### src/sv/adt_pkg.sv
// ============================================================================
// adt_pkg
// Shared types and constants for the knob/battery block averager.
// ============================================================================
`default_nettype none

package adt_pkg;

    localparam int SAMPLE_W = 12;
    localparam int SUM_W    = 18;
    localparam int PCT_W    = 9;
    localparam int MHZ_W    = 9;
    localparam int TENTHS_W = 4;
    localparam int CFG_W    = 12;

    localparam logic [11:0] DEADBAND_RST  = 12'd80;
    localparam logic [7:0]  BATT_OFS_RST  = 8'd60;
    localparam logic [7:0]  TUNE_BASE_RST = 8'd76;
    localparam logic [7:0]  TUNE_SPAN_RST = 8'd33;
    localparam logic [8:0]  MHZ_RST       = 9'd76;

    localparam logic [7:0]  BATT_GAIN  = 8'd198;
    localparam logic [19:0] BATT_FLOOR = 20'd368550;
    localparam logic [3:0]  TENTHS_MUL = 4'd10;

    // x*100/147420 == 5x/7371; reciprocal exact for 22-bit numerators
    localparam int                BATT_SHIFT  = 35;
    localparam longint unsigned   BATT_RECIP_L = ((64'd1 << BATT_SHIFT) + 64'd7370) / 64'd7371;
    localparam logic [22:0]       BATT_RECIP  = 23'(BATT_RECIP_L);

    // divide by full scale 4095; exact for 20-bit numerators
    localparam int                SCALE_SHIFT  = 32;
    localparam longint unsigned   SCALE_RECIP_L = ((64'd1 << SCALE_SHIFT) + 64'd4094) / 64'd4095;
    localparam logic [20:0]       SCALE_RECIP  = 21'(SCALE_RECIP_L);

    typedef enum logic [1:0] {
        CFG_DEADBAND  = 2'd0,
        CFG_BATT_OFS  = 2'd1,
        CFG_TUNE_BASE = 2'd2,
        CFG_TUNE_SPAN = 2'd3
    } cfg_index_t;

    typedef struct packed {
        logic [11:0] level_sample;
        logic [11:0] battery_sample;
        logic        precision_mode;
    } sample_t;

    typedef struct packed {
        logic [11:0] filtered_level;
        logic        level_changed;
        logic [8:0]  battery_percent;
        logic [8:0]  tune_mhz;
        logic [3:0]  tune_tenths;
    } result_t;

    typedef struct packed {
        logic [SUM_W-1:0] level_sum;
        logic [SUM_W-1:0] battery_sum;
        logic             precise;
    } block_t;

    typedef struct packed {
        logic [11:0] deadband;
        logic [7:0]  battery_offset;
        logic [7:0]  tune_base;
        logic [7:0]  tune_span;
    } cfg_t;

    typedef enum logic [2:0] {
        ST_IDLE,
        ST_MEAN_L,
        ST_MEAN_B,
        ST_BATT_MUL,
        ST_BATT_SUB,
        ST_BATT_DIV,
        ST_EMIT
    } back_state_t;

endpackage

`default_nettype wire

### src/sv/adc_average_deadband_battery_tuner.sv
// ============================================================================
// adc_average_deadband_battery_tuner
// Block averager for knob and battery samples with deadband, battery percent
// and tuning scale; one result item per block of sample pairs.
// ============================================================================
//   channel   handshake         payload
//   samples   push / full       sample (level, battery, precision mode)
//   results   pop / empty       result (level, changed, percent, MHz, tenths)
//   config    cfg_write         cfg_index, cfg_data
//
// One sample item is taken per cycle while full is low; the front accumulator
// never stalls on its own. Each block end walks the back sequencer through
// load, two means, multiply, subtract with tuning divide, battery divide and
// emit, queued behind a 2-entry block queue. full rises only when that queue
// is full; emit holds while the 2-entry result queue is full. Reset clears
// sums, counters, held level and tenths, and loads MHz and config defaults.
// ============================================================================
`default_nettype none

module adc_average_deadband_battery_tuner #(
    parameter int BLOCK_PAIRS = 50
) (
    input  wire logic                       clk,
    input  wire logic                       rst_n,
    input  wire logic                       push,
    output logic                            full,
    input  wire adt_pkg::sample_t           sample,
    output logic                            empty,
    input  wire logic                       pop,
    output adt_pkg::result_t                result,
    input  wire logic                       cfg_write,
    input  wire logic [1:0]                 cfg_index,
    input  wire logic [adt_pkg::CFG_W-1:0]  cfg_data
);

    localparam int BLK_W = $bits(adt_pkg::block_t);
    localparam int RES_W = $bits(adt_pkg::result_t);

    adt_pkg::cfg_t   cfg_reg;
    adt_pkg::block_t front_blk;
    logic            front_push;
    logic            accept;
    logic            blk_full;
    logic            blk_empty;
    logic            blk_pop;
    logic [BLK_W-1:0] blk_rdata;
    logic            res_full;
    logic            res_push;
    adt_pkg::result_t back_res;
    logic [RES_W-1:0] res_rdata;

    assign full   = blk_full;
    assign accept = push && !blk_full;
    assign result = adt_pkg::result_t'(res_rdata);

    always_ff @(posedge clk or negedge rst_n)
    begin
        if (!rst_n)
        begin
            cfg_reg.deadband       <= adt_pkg::DEADBAND_RST;
            cfg_reg.battery_offset <= adt_pkg::BATT_OFS_RST;
            cfg_reg.tune_base      <= adt_pkg::TUNE_BASE_RST;
            cfg_reg.tune_span      <= adt_pkg::TUNE_SPAN_RST;
        end
        else if (cfg_write)
        begin
            case (adt_pkg::cfg_index_t'(cfg_index))
                adt_pkg::CFG_DEADBAND:  cfg_reg.deadband       <= cfg_data;
                adt_pkg::CFG_BATT_OFS:  cfg_reg.battery_offset <= cfg_data[7:0];
                adt_pkg::CFG_TUNE_BASE: cfg_reg.tune_base      <= cfg_data[7:0];
                adt_pkg::CFG_TUNE_SPAN: cfg_reg.tune_span      <= cfg_data[7:0];
                default:
                begin
                end
            endcase
        end
    end

    adt_front #(
        .BLOCK_PAIRS (BLOCK_PAIRS)
    ) u_front (
        .clk      (clk),
        .rst_n    (rst_n),
        .accept   (accept),
        .sample   (sample),
        .blk_push (front_push),
        .blk      (front_blk)
    );

    adt_fifo #(
        .WIDTH (BLK_W),
        .DEPTH (2)
    ) u_blk_q (
        .clk   (clk),
        .rst_n (rst_n),
        .push  (front_push),
        .wdata (front_blk),
        .full  (blk_full),
        .pop   (blk_pop),
        .rdata (blk_rdata),
        .empty (blk_empty)
    );

    adt_back #(
        .BLOCK_PAIRS (BLOCK_PAIRS)
    ) u_back (
        .clk       (clk),
        .rst_n     (rst_n),
        .cfg       (cfg_reg),
        .blk_empty (blk_empty),
        .blk       (adt_pkg::block_t'(blk_rdata)),
        .blk_pop   (blk_pop),
        .res_full  (res_full),
        .res_push  (res_push),
        .res       (back_res)
    );

    adt_fifo #(
        .WIDTH (RES_W),
        .DEPTH (2)
    ) u_res_q (
        .clk   (clk),
        .rst_n (rst_n),
        .push  (res_push),
        .wdata (back_res),
        .full  (res_full),
        .pop   (pop),
        .rdata (res_rdata),
        .empty (empty)
    );

endmodule

`default_nettype wire

### src/sv/adt_fifo.sv
// ============================================================================
// adt_fifo
// Small register queue with full/empty flags and a combinational head.
// ============================================================================
`default_nettype none

module adt_fifo #(
    parameter int WIDTH = 8,
    parameter int DEPTH = 2
) (
    input  wire logic             clk,
    input  wire logic             rst_n,
    input  wire logic             push,
    input  wire logic [WIDTH-1:0] wdata,
    output logic                  full,
    input  wire logic             pop,
    output logic [WIDTH-1:0]      rdata,
    output logic                  empty
);

    localparam int AW = (DEPTH > 1) ? $clog2(DEPTH) : 1;
    localparam int CW = $clog2(DEPTH + 1);

    logic [WIDTH-1:0] mem_reg [DEPTH];
    logic [AW-1:0]    wr_ptr_reg;
    logic [AW-1:0]    wr_ptr_next;
    logic [AW-1:0]    rd_ptr_reg;
    logic [AW-1:0]    rd_ptr_next;
    logic [CW-1:0]    count_reg;
    logic [CW-1:0]    count_next;
    logic             do_push;
    logic             do_pop;

    assign full    = (count_reg == CW'(DEPTH));
    assign empty   = (count_reg == '0);
    assign do_push = push && !full;
    assign do_pop  = pop && !empty;
    assign rdata   = mem_reg[rd_ptr_reg];

    always_comb
    begin
        wr_ptr_next = wr_ptr_reg;
        rd_ptr_next = rd_ptr_reg;
        count_next  = count_reg;
        if (do_push)
        begin
            wr_ptr_next = (wr_ptr_reg == AW'(DEPTH - 1)) ? '0 : wr_ptr_reg + 1'b1;
        end
        if (do_pop)
        begin
            rd_ptr_next = (rd_ptr_reg == AW'(DEPTH - 1)) ? '0 : rd_ptr_reg + 1'b1;
        end
        if (do_push && !do_pop)
        begin
            count_next = count_reg + 1'b1;
        end
        else if (do_pop && !do_push)
        begin
            count_next = count_reg - 1'b1;
        end
    end

    always_ff @(posedge clk or negedge rst_n)
    begin
        if (!rst_n)
        begin
            wr_ptr_reg <= '0;
            rd_ptr_reg <= '0;
            count_reg  <= '0;
        end
        else
        begin
            wr_ptr_reg <= wr_ptr_next;
            rd_ptr_reg <= rd_ptr_next;
            count_reg  <= count_next;
        end
    end

    always_ff @(posedge clk)
    begin
        if (do_push)
        begin
            mem_reg[wr_ptr_reg] <= wdata;
        end
    end

endmodule

`default_nettype wire

### src/sv/adt_front.sv
// ============================================================================
// adt_front
// Sums knob and battery samples over one block and hands off the block sums.
// ============================================================================
`default_nettype none

module adt_front #(
    parameter int BLOCK_PAIRS = 50
) (
    input  wire logic             clk,
    input  wire logic             rst_n,
    input  wire logic             accept,
    input  wire adt_pkg::sample_t sample,
    output logic                  blk_push,
    output adt_pkg::block_t       blk
);

    localparam int CNT_W = $clog2(BLOCK_PAIRS + 1);

    logic [CNT_W-1:0]          cnt_reg;
    logic [CNT_W-1:0]          cnt_next;
    logic [adt_pkg::SUM_W-1:0] lsum_reg;
    logic [adt_pkg::SUM_W-1:0] lsum_next;
    logic [adt_pkg::SUM_W-1:0] bsum_reg;
    logic [adt_pkg::SUM_W-1:0] bsum_next;
    logic [adt_pkg::SUM_W-1:0] lsum_add;
    logic [adt_pkg::SUM_W-1:0] bsum_add;
    logic                      last;

    assign lsum_add = lsum_reg + adt_pkg::SUM_W'(sample.level_sample);
    assign bsum_add = bsum_reg + adt_pkg::SUM_W'(sample.battery_sample);
    assign last     = (cnt_reg == CNT_W'(BLOCK_PAIRS - 1));

    assign blk_push        = accept && last;
    assign blk.level_sum   = lsum_add;
    assign blk.battery_sum = bsum_add;
    assign blk.precise     = sample.precision_mode;

    always_comb
    begin
        cnt_next  = cnt_reg;
        lsum_next = lsum_reg;
        bsum_next = bsum_reg;
        if (accept)
        begin
            if (last)
            begin
                cnt_next  = '0;
                lsum_next = '0;
                bsum_next = '0;
            end
            else
            begin
                cnt_next  = cnt_reg + 1'b1;
                lsum_next = lsum_add;
                bsum_next = bsum_add;
            end
        end
    end

    always_ff @(posedge clk or negedge rst_n)
    begin
        if (!rst_n)
        begin
            cnt_reg  <= '0;
            lsum_reg <= '0;
            bsum_reg <= '0;
        end
        else
        begin
            cnt_reg  <= cnt_next;
            lsum_reg <= lsum_next;
            bsum_reg <= bsum_next;
        end
    end

endmodule

`default_nettype wire

### src/sv/adt_back.sv
// ============================================================================
// adt_back
// Per-block sequencer: means, deadband decision, tuning scale, battery percent.
// ============================================================================
`default_nettype none

module adt_back #(
    parameter int BLOCK_PAIRS = 50
) (
    input  wire logic            clk,
    input  wire logic            rst_n,
    input  wire adt_pkg::cfg_t   cfg,
    input  wire logic            blk_empty,
    input  wire adt_pkg::block_t blk,
    output logic                 blk_pop,
    input  wire logic            res_full,
    output logic                 res_push,
    output adt_pkg::result_t     res
);

    localparam int              RECIP_W     = adt_pkg::SUM_W + 1;
    localparam int              DIV_SHIFT   = adt_pkg::SUM_W + $clog2(BLOCK_PAIRS);
    localparam longint unsigned DIV_RECIP_L =
        ((64'd1 << DIV_SHIFT) + 64'(BLOCK_PAIRS) - 64'd1) / 64'(BLOCK_PAIRS);
    localparam logic [RECIP_W-1:0] DIV_RECIP = RECIP_W'(DIV_RECIP_L);
    localparam int              PROD_W      = adt_pkg::SUM_W + RECIP_W;

    adt_pkg::back_state_t state_reg;
    adt_pkg::back_state_t state_next;

    logic [adt_pkg::SUM_W-1:0] lsum_reg;
    logic [adt_pkg::SUM_W-1:0] bsum_reg;
    logic                      precise_reg;
    logic [11:0]               mean_l_reg;
    logic [11:0]               mean_b_reg;
    logic                      changed_reg;
    logic [20:0]               scaled_reg;
    logic [19:0]               scale_prod_reg;
    logic [21:0]               n5_reg;
    logic [8:0]                quot_reg;
    logic [8:0]                pct_reg;
    logic [11:0]               held_level_reg;
    logic [8:0]                mhz_reg;
    logic [3:0]                tenths_reg;

    logic [PROD_W-1:0]         mean_l_prod;
    logic [PROD_W-1:0]         mean_b_prod;
    logic [12:0]               upper_bound;
    logic [12:0]               lower_sum;
    logic [7:0]                scale_mul;
    logic [19:0]               batt_diff;
    logic [40:0]               quot_prod;
    logic [44:0]               pct_prod;

    assign mean_l_prod = PROD_W'(lsum_reg) * PROD_W'(DIV_RECIP);
    assign mean_b_prod = PROD_W'(bsum_reg) * PROD_W'(DIV_RECIP);
    assign upper_bound = 13'(held_level_reg) + 13'(cfg.deadband);
    assign lower_sum   = 13'(mean_l_reg) + 13'(cfg.deadband);
    assign scale_mul   = precise_reg ? cfg.tune_span : 8'(adt_pkg::TENTHS_MUL);
    assign batt_diff   = 20'(scaled_reg - 21'(adt_pkg::BATT_FLOOR));
    assign quot_prod   = 41'(scale_prod_reg) * 41'(adt_pkg::SCALE_RECIP);
    assign pct_prod    = 45'(n5_reg) * 45'(adt_pkg::BATT_RECIP);

    always_comb
    begin
        state_next = state_reg;
        case (state_reg)
            adt_pkg::ST_IDLE:
            begin
                if (!blk_empty)
                begin
                    state_next = adt_pkg::ST_MEAN_L;
                end
            end
            adt_pkg::ST_MEAN_L:   state_next = adt_pkg::ST_MEAN_B;
            adt_pkg::ST_MEAN_B:   state_next = adt_pkg::ST_BATT_MUL;
            adt_pkg::ST_BATT_MUL: state_next = adt_pkg::ST_BATT_SUB;
            adt_pkg::ST_BATT_SUB: state_next = adt_pkg::ST_BATT_DIV;
            adt_pkg::ST_BATT_DIV: state_next = adt_pkg::ST_EMIT;
            adt_pkg::ST_EMIT:
            begin
                if (!res_full)
                begin
                    state_next = adt_pkg::ST_IDLE;
                end
            end
            default:              state_next = adt_pkg::ST_IDLE;
        endcase
    end

    always_comb
    begin
        blk_pop  = 1'b0;
        res_push = 1'b0;
        case (state_reg)
            adt_pkg::ST_IDLE: blk_pop  = !blk_empty;
            adt_pkg::ST_EMIT: res_push = !res_full;
            default:
            begin
                blk_pop  = 1'b0;
                res_push = 1'b0;
            end
        endcase
    end

    assign res.filtered_level  = held_level_reg;
    assign res.level_changed   = changed_reg;
    assign res.battery_percent = pct_reg;
    assign res.tune_mhz        = mhz_reg;
    assign res.tune_tenths     = tenths_reg;

    always_ff @(posedge clk or negedge rst_n)
    begin
        if (!rst_n)
        begin
            state_reg      <= adt_pkg::ST_IDLE;
            held_level_reg <= '0;
            mhz_reg        <= adt_pkg::MHZ_RST;
            tenths_reg     <= '0;
        end
        else
        begin
            state_reg <= state_next;
            if (state_reg == adt_pkg::ST_BATT_MUL && changed_reg)
            begin
                held_level_reg <= mean_l_reg;
            end
            if (state_reg == adt_pkg::ST_BATT_DIV && changed_reg)
            begin
                if (precise_reg)
                begin
                    mhz_reg <= 9'(cfg.tune_base) + quot_reg;
                end
                else
                begin
                    tenths_reg <= quot_reg[3:0];
                end
            end
        end
    end

    always_ff @(posedge clk)
    begin
        case (state_reg)
            adt_pkg::ST_IDLE:
            begin
                lsum_reg    <= blk.level_sum;
                bsum_reg    <= blk.battery_sum;
                precise_reg <= blk.precise;
            end
            adt_pkg::ST_MEAN_L:
            begin
                mean_l_reg <= mean_l_prod[DIV_SHIFT +: 12];
            end
            adt_pkg::ST_MEAN_B:
            begin
                mean_b_reg  <= mean_b_prod[DIV_SHIFT +: 12];
                changed_reg <= (13'(mean_l_reg) > upper_bound)
                            || (lower_sum < 13'(held_level_reg));
            end
            adt_pkg::ST_BATT_MUL:
            begin
                scaled_reg     <= 21'(13'(mean_b_reg) + 13'(cfg.battery_offset))
                                * 21'(adt_pkg::BATT_GAIN);
                scale_prod_reg <= 20'(mean_l_reg) * 20'(scale_mul);
            end
            adt_pkg::ST_BATT_SUB:
            begin
                n5_reg   <= (scaled_reg > 21'(adt_pkg::BATT_FLOOR))
                          ? (22'(batt_diff) << 2) + 22'(batt_diff) : '0;
                quot_reg <= quot_prod[adt_pkg::SCALE_SHIFT +: 9];
            end
            adt_pkg::ST_BATT_DIV:
            begin
                pct_reg <= pct_prod[adt_pkg::BATT_SHIFT +: 9];
            end
            default:
            begin
            end
        endcase
    end

endmodule

`default_nettype wire

### config.mk
export PLATFORM = sky130hd
export DESIGN_NAME = adc_average_deadband_battery_tuner
export DESIGN_NICKNAME = d
export VERILOG_FILES = /design/src/sv/adt_pkg.sv /design/src/sv/adc_average_deadband_battery_tuner.sv /design/src/sv/adt_fifo.sv /design/src/sv/adt_front.sv /design/src/sv/adt_back.sv
export SDC_FILE = /design/constraint.sdc
export NUM_CORES = 2
export LEC_CHECK = 0
export BUFFER_PORTS_ARGS = -buffer_cell sky130_fd_sc_hd__buf_2
export CORE_MARGIN = 1
export CORE_UTILIZATION = 53
export DETAILED_ROUTE_END_ITERATION = 16
export GPL_TIMING_DRIVEN = 0
export PLACE_DENSITY = 0.69
export RECOVER_POWER = 50
export SLEW_MARGIN = 10
export SYNTH_ARGS = -nofsm -noshare
export SYNTH_HDL_FRONTEND = slang
export SYNTH_SLANG_ARGS = --single-unit
export TNS_END_PERCENT = 30
### constraint.sdc
create_clock -name clk -period 6.8 [get_ports clk]
set_input_delay 1.02 -clock clk [delete_from_list [all_inputs] [get_ports clk]]
set_output_delay 1.02 -clock clk [all_outputs]
set_load 0.05 [all_outputs]
* After elaboration in Yosys (flattened, before gate mapping) *
Memories as Yosys holds them, arrays and structs flattened. A register that Yosys moved wholly into a read port is not among the register bits.
Cells that the tools add are included.

word-level totals
  register bits after elaboration = 219
  output and inout bits = 37
  input bits = 44
  memories = 2
  bits in writable memories = 144
  logic and storage cells = 123

cells by class
  multipliers = 6
  reduce and logical (&&, ||, !) cells = 34
  magnitude comparators = 3
  equality and inequality tests = 14
  multiplexer cells = 21
  add/subtract/negate cells = 17
  bitwise operators = 1

memories
  memory           depth  width  read ports  clocked after memory_dff  write ports  line            RTL
  u_blk_q.mem_reg  2      37     1           1                         1            adt_fifo.sv:24  logic [WIDTH-1:0] mem_reg [DEPTH];
  u_res_q.mem_reg  2      35     1           0                         1            adt_fifo.sv:24

operator list
  operator                                                         number
  multiplier 18 x 19 -> 36 bit, second input constant              2
  multiplier 22 x 21 -> 42 bit, second input constant              1
  multiplier 20 x 21 -> 41 bit, second input constant              1
  adder 18 x 12 -> 18 bit                                          2
  2-to-1 mux 18 bit                                                2
  adder 12 x 12 -> 13 bit                                          2
  adder 22 x 20 -> 22 bit                                          1
  greater-than comparator 21 x 19 -> 1 bit, second input constant  1
  multiplier 21 x 7 -> 20 bit, second input constant               1
  case mux 3 bit (7 select lines)                                  1
  multiplier 12 x 8 -> 20 bit                                      1
  subtractor 20 x 19 -> 20 bit, second input constant              1
  AND reduction 2 bit                                              7
  adder 12 x 8 -> 13 bit                                           1
  greater-than comparator 12 x 13 -> 1 bit                         1
  less-than comparator 13 x 12 -> 1 bit                            1
  logical AND 1 bit                                                12
  2-to-1 mux 1 bit                                                 10
  adder 8 x 9 -> 9 bit                                             1
  equality test 3 bit, second input constant                       3
  equality test 2 bit, second input constant                       4
  logical NOT 1 bit                                                8
  2-to-1 mux 2 bit                                                 4
  2-to-1 mux 8 bit                                                 1
  other kinds (16)                                                 27

* Depth between registers and ports, before layout *
  word-level depth = 9
  mapped depth = 25
  depth with buffers taken out = 25

* By module *
Synthesis repeated with hierarchy kept, for this count alone.

second synthesis, totals
  cells, all modules = 3752
  area, all modules = 42249.3 µm²

modules (own cells, without submodules)
  module                              seq. area each (µm²)  instances  cells each  area an instance (µm²)
  adt_back                            4938.5                1          3039        31665.4
  adt_front                           1051.0                1          373         3373.2
  adt_fifo (u_blk_q)                  2322.2                1          134         2949.1
  adt_fifo (u_res_q)                  2202.1                1          128         2872.8
  adc_average_deadband_battery_tuner  914.6                 1          78          1388.8

* Worst setup path before layout *
OpenSTA, ideal clock, no wires.

  path type = flip-flop to flip-flop
  start = register u_back.lsum_reg[16] (netlist name)
  end = register u_back.mean_l_reg[11], data pin
  setup time = 136 ps
  required time = 6664 ps
  buffers on the path = 0
  data arrival time = 6057 ps
  clock period less this slack = 6193 ps
  path slack = 607 ps
  cell stages (with the launch flop) = 21
  cell sequence = edfxtp_1 -> fa_1 -> inv_1 -> fa_1 -> inv_1 -> fa_1 -> fa_1 -> fa_1 -> inv_1 -> fa_1 -> inv_1 -> ha_1 -> a21o_1 -> a21o_1 -> a2111oi_4 -> o31ai_2 -> o211a_1 -> o21ai_4 -> a21oi_2 -> or4_1 -> nand3_1

between the ends
  word-level cells in the longest chain between the ends = 1

ends and longest elaborated chain
  what                          line             RTL
  start, declared               adt_back.sv:31   logic [adt_pkg::SUM_W-1:0] lsum_reg;
  start signal, assigned        adt_back.sv:147  lsum_reg <= blk.level_sum;
  multiplier 18 x 19 -> 36 bit  adt_back.sv:55   assign mean_l_prod = PROD_W'(lsum_reg) * PROD_W'(DIV_RECIP);
  net u_back.mean_l_prod[35]    adt_back.sv:46   logic [PROD_W-1:0] mean_l_prod;
  end signal, assigned          adt_back.sv:153  mean_l_reg <= mean_l_prod[DIV_SHIFT +: 12];
  end, declared                 adt_back.sv:34   logic [11:0] mean_l_reg;

The timed path passes the listed nets, and every way through them passes these cells.
A chain may end at the register's enable or synchronous reset.

* Worst setup path in the final report *
  start = register u_back.lsum_reg[9] (netlist name)
  end = register u_back.mean_l_reg[11], data pin

Same word-level chain as after synthesis.

==> metrics.txt <==
Clock transition at path regs=0.07 ns; Die H=roughly 280 µm; fin crit share=between 90% and 100%; global-route wire length before repair=135000 µm; crit start category=register; NumNets Final=5163; reg2reg end=u_back.mean_l_reg[11]$_DFFE_PP_; 1st-pass router iterations=5; placed inst area=around 44000 µm²; grt ovf=0; cell area after layout=45400 µm²; Boundary Pins=approximately 80; DR iter-0 viols=1021; top cell type's share of synthesized area=between 20% and 30%; Top Family by Delay on Critical Path=adder cells; final setup vio count=0; initial antenna violation count=1; CTS tree=yes; final hold violations=0; vias in the first global route=27204; RSZ-0062 raised after global routing=true; Sink Count=399; drt wl/cell=16.1 µm; Main synth FF type=edfxtp_1; Buf/Inv on CP=2; Slew Viols, Final=150; H-tree levels=2; reg2reg path depth=18; most frequent CP cell=fa_1; Routed Antenna Nets=0; CP required=7.26 ns; clock period minus worst slack=between 6 and 7 ns; Hold WC Path Type=register to register; clock root buffer=clkbuf_16; CP max-delay cell=fa_1; max reg flops=74; Place WS=-0.265 ns; critical-path cell list=fa_1 > fa_1 > fa_1 > fa_1 > fa_1 > inv_1 > fa_1 > inv_1 > ha_1 > a21o_1 > a21o_1 > a2111oi_4 > o31ai_2 > o211a_1 > o21ai_4 > a21oi_2 > or4_1 > nand3_1; Die X=282 µm; hold path depth=0; top post-synthesis cells by area=ha_1, fa_1, edfxtp_1; Synth async-reset ratio=between 20% and 30%; CTS Buffer Depth=3; Initial Utilization=53.6%; clock latency on the worst-skew pair=0.59 ns; post-DR vias/cell=~5.2; FMAX=151 MHz; Core Area=just under 80000 µm²; n_diodes=0; DR DRC count=0; post-synthesis sequential area ratio=27.5%; gr usage total=about a fifth; Final HPWL DP=65800 µm; Setup crit end kind=register; largest net degree at the start of global routing=77; Reg2Reg Launch Point=u_back.lsum_reg[9]$_DFFE_PP_; Worst Path Arrival=7.06 ns; Post-Synthesis Cell Area=41600 µm²; status=finished with violations; Num CTS Buffers=43; Layout Area Growth over Synthesis=9.09%; GP Congestion=0.861; R2R setup slack=0.20 ns; vias post-DR=26061; Max transition margin=-142%; EDFF count, synth=285; Synth area leader=ha_1; final worst setup slack=0.198 ns; crit path kind=register to register; WHS Endpoint=u_res_q.mem_reg[0][16]$_DFFE_PP_; failing checks=max-capacitance violations, max-slew violations; Post-Route WL=80200 µm; # hold bufs at CTS=0; CP Max Fanout=7; Worst Max-Slew Pin Slew=around 3.6 ns; Yosys Warn Count=0; hold slack=roughly 0.44 ns; die area=~80000 µm²; Avg Inst Size Synth=11.2 µm²; syn_nets=4987; max-cap viol count=4; IO Port Bufs=80; library cells used by synthesis=81; Crit path largest cell delay=0.71 ns; clock skew=0.0300 ns; Final TNS setup=0 ns; FP Rows=102; number of synthesized register bits=399; hold_sp=u_back.pct_reg[3]$_DFFE_PN_; share of cells above drive strength 1=9.14%; Syn Inst Count=3716
[cell type report]
type                       instances  area (µm²)
clock inverter                    29         429
tap                             1040        1300
timing repair buffer             131         821
multi-input combinational       2497       27200
inverter                         774        2910
sequential                       399       11400
buffer                            46         174
clock buffer                      51        1160
fill                            6510       32200
[how the worst max path moves through the flow]
stage                               startpoint                              end  cells after the start
2_1_floorplan    u_back.lsum_reg[16]$_DFFE_PP_  u_back.mean_l_reg[11]$_DFFE_PP_                     20
3_3_place_gp   u_back.n5_reg[14]$_SDFFCE_PP0P_      u_back.pct_reg[7]$_DFFE_PN_                     21
3_5_place_dp   u_back.n5_reg[14]$_SDFFCE_PP0P_      u_back.pct_reg[7]$_DFFE_PN_                     21
4_1_cts        u_back.n5_reg[15]$_SDFFCE_PP0P_      u_back.pct_reg[7]$_DFFE_PN_                     21
5_1_grt           u_back.lsum_reg[9]$_DFFE_PP_  u_back.mean_l_reg[11]$_DFFE_PP_                     18
6_report          u_back.lsum_reg[9]$_DFFE_PP_  u_back.mean_l_reg[11]$_DFFE_PP_                     18
[layer usage]
layer / vias to the layer above / global-route usage, % / share of wire [%]
li1: 12843 / - / -
met5: - / 0 / 0
met3: 92 / 2.55 / 3.9
met1: 12727 / 28.4 / 46
met4: 0 / 4.68 / 1.9
met2: 399 / 36.5 / 48
[synthesized netlist by cell type (all sizes together) (32+ instances only)]
cell type and number:
inv 774, and2 32, nor2 122, and3 51
clkbuf 36, nand2 139, o21ai 82, dfrtp 100
xnor2 112, xor2 55, fa 432, nor3 43
mux2 125, edfxtp 285, a21oi 98, a21o 46
ha 795, nand3 55
[stage by stage]
step | util, % | instances
final | 58.5 | 4967
after global routing | 58.5 | 4967
after CTS | 58.2 | 4931
after detailed placement | 56.1 | 4850
after global placement | 55.8 | 4836
after floorplan | - | 3716
[placed cells by master (no fill, tap or decap), types with 15 or more instances in the layout]
master	synthesis	layout
mux2_2	124	123
nand3_1	55	55
nor2_1	122	121
and2_1	32	30
clkbuf_1	36	54
buf_4	0	42
nor3_1	43	42
ha_1	795	795
edfxtp_1	285	285
a22o_1	17	17
a21oi_1	97	96
o21bai_1	20	20
a21o_1	46	46
a211oi_1	16	15
fa_1	432	431
inv_1	774	770
nand2_1	139	139
o21a_1	27	27
and3_1	51	51
xor2_1	55	55
xnor2_1	112	112
nand4_1	19	19
nor2b_1	25	25
dfrtp_1	100	100
o21ai_0	50	54
clkbuf_16	0	45
nand2b_1	22	22
buf_2	1	74
o21ai_1	31	27
[cells by family (layout without fill, tap and decap cells)]
group	Yosys count	count (layout)	synth area share, %
AO/OA/AOI/OAI	409	409	6.70
XOR/XNOR	167	167	3.52
adder cells (fa/ha/maj)	1227	1227	44.7
buffers and inverters	820	1031	7.40
flip-flops	399	399	27.5
multiplexers	126	126	3.41
AND/OR/NAND/NOR	568	568	6.78
[worst register-to-register path, cell delays in order, from the launching register on]
cell and delay (ns):
edfxtp_1 0.65, fa_1 0.71, fa_1 0.48, fa_1 0.49, fa_1 0.56, fa_1 0.56, inv_1 0.06, fa_1 0.52
inv_1 0.04, ha_1 0.30, a21o_1 0.16, a21o_1 0.27, a2111oi_4 0.43, o31ai_2 0.14, o211a_1 0.29, o21ai_4 0.18
a21oi_2 0.10, or4_1 0.47, nand3_1 0.09
[timing repair]
action | 4_1_cts | 5_1_grt
resized for setup | 4 | 10
setup buffers | 1 | 36
pin swaps | 0 | 2
endpoints found under the setup margin | 4 | 14
Power is left out: the tool's default activity adds up to more than one toggle a clock period on the data nets, which glitch-free logic cannot reach.
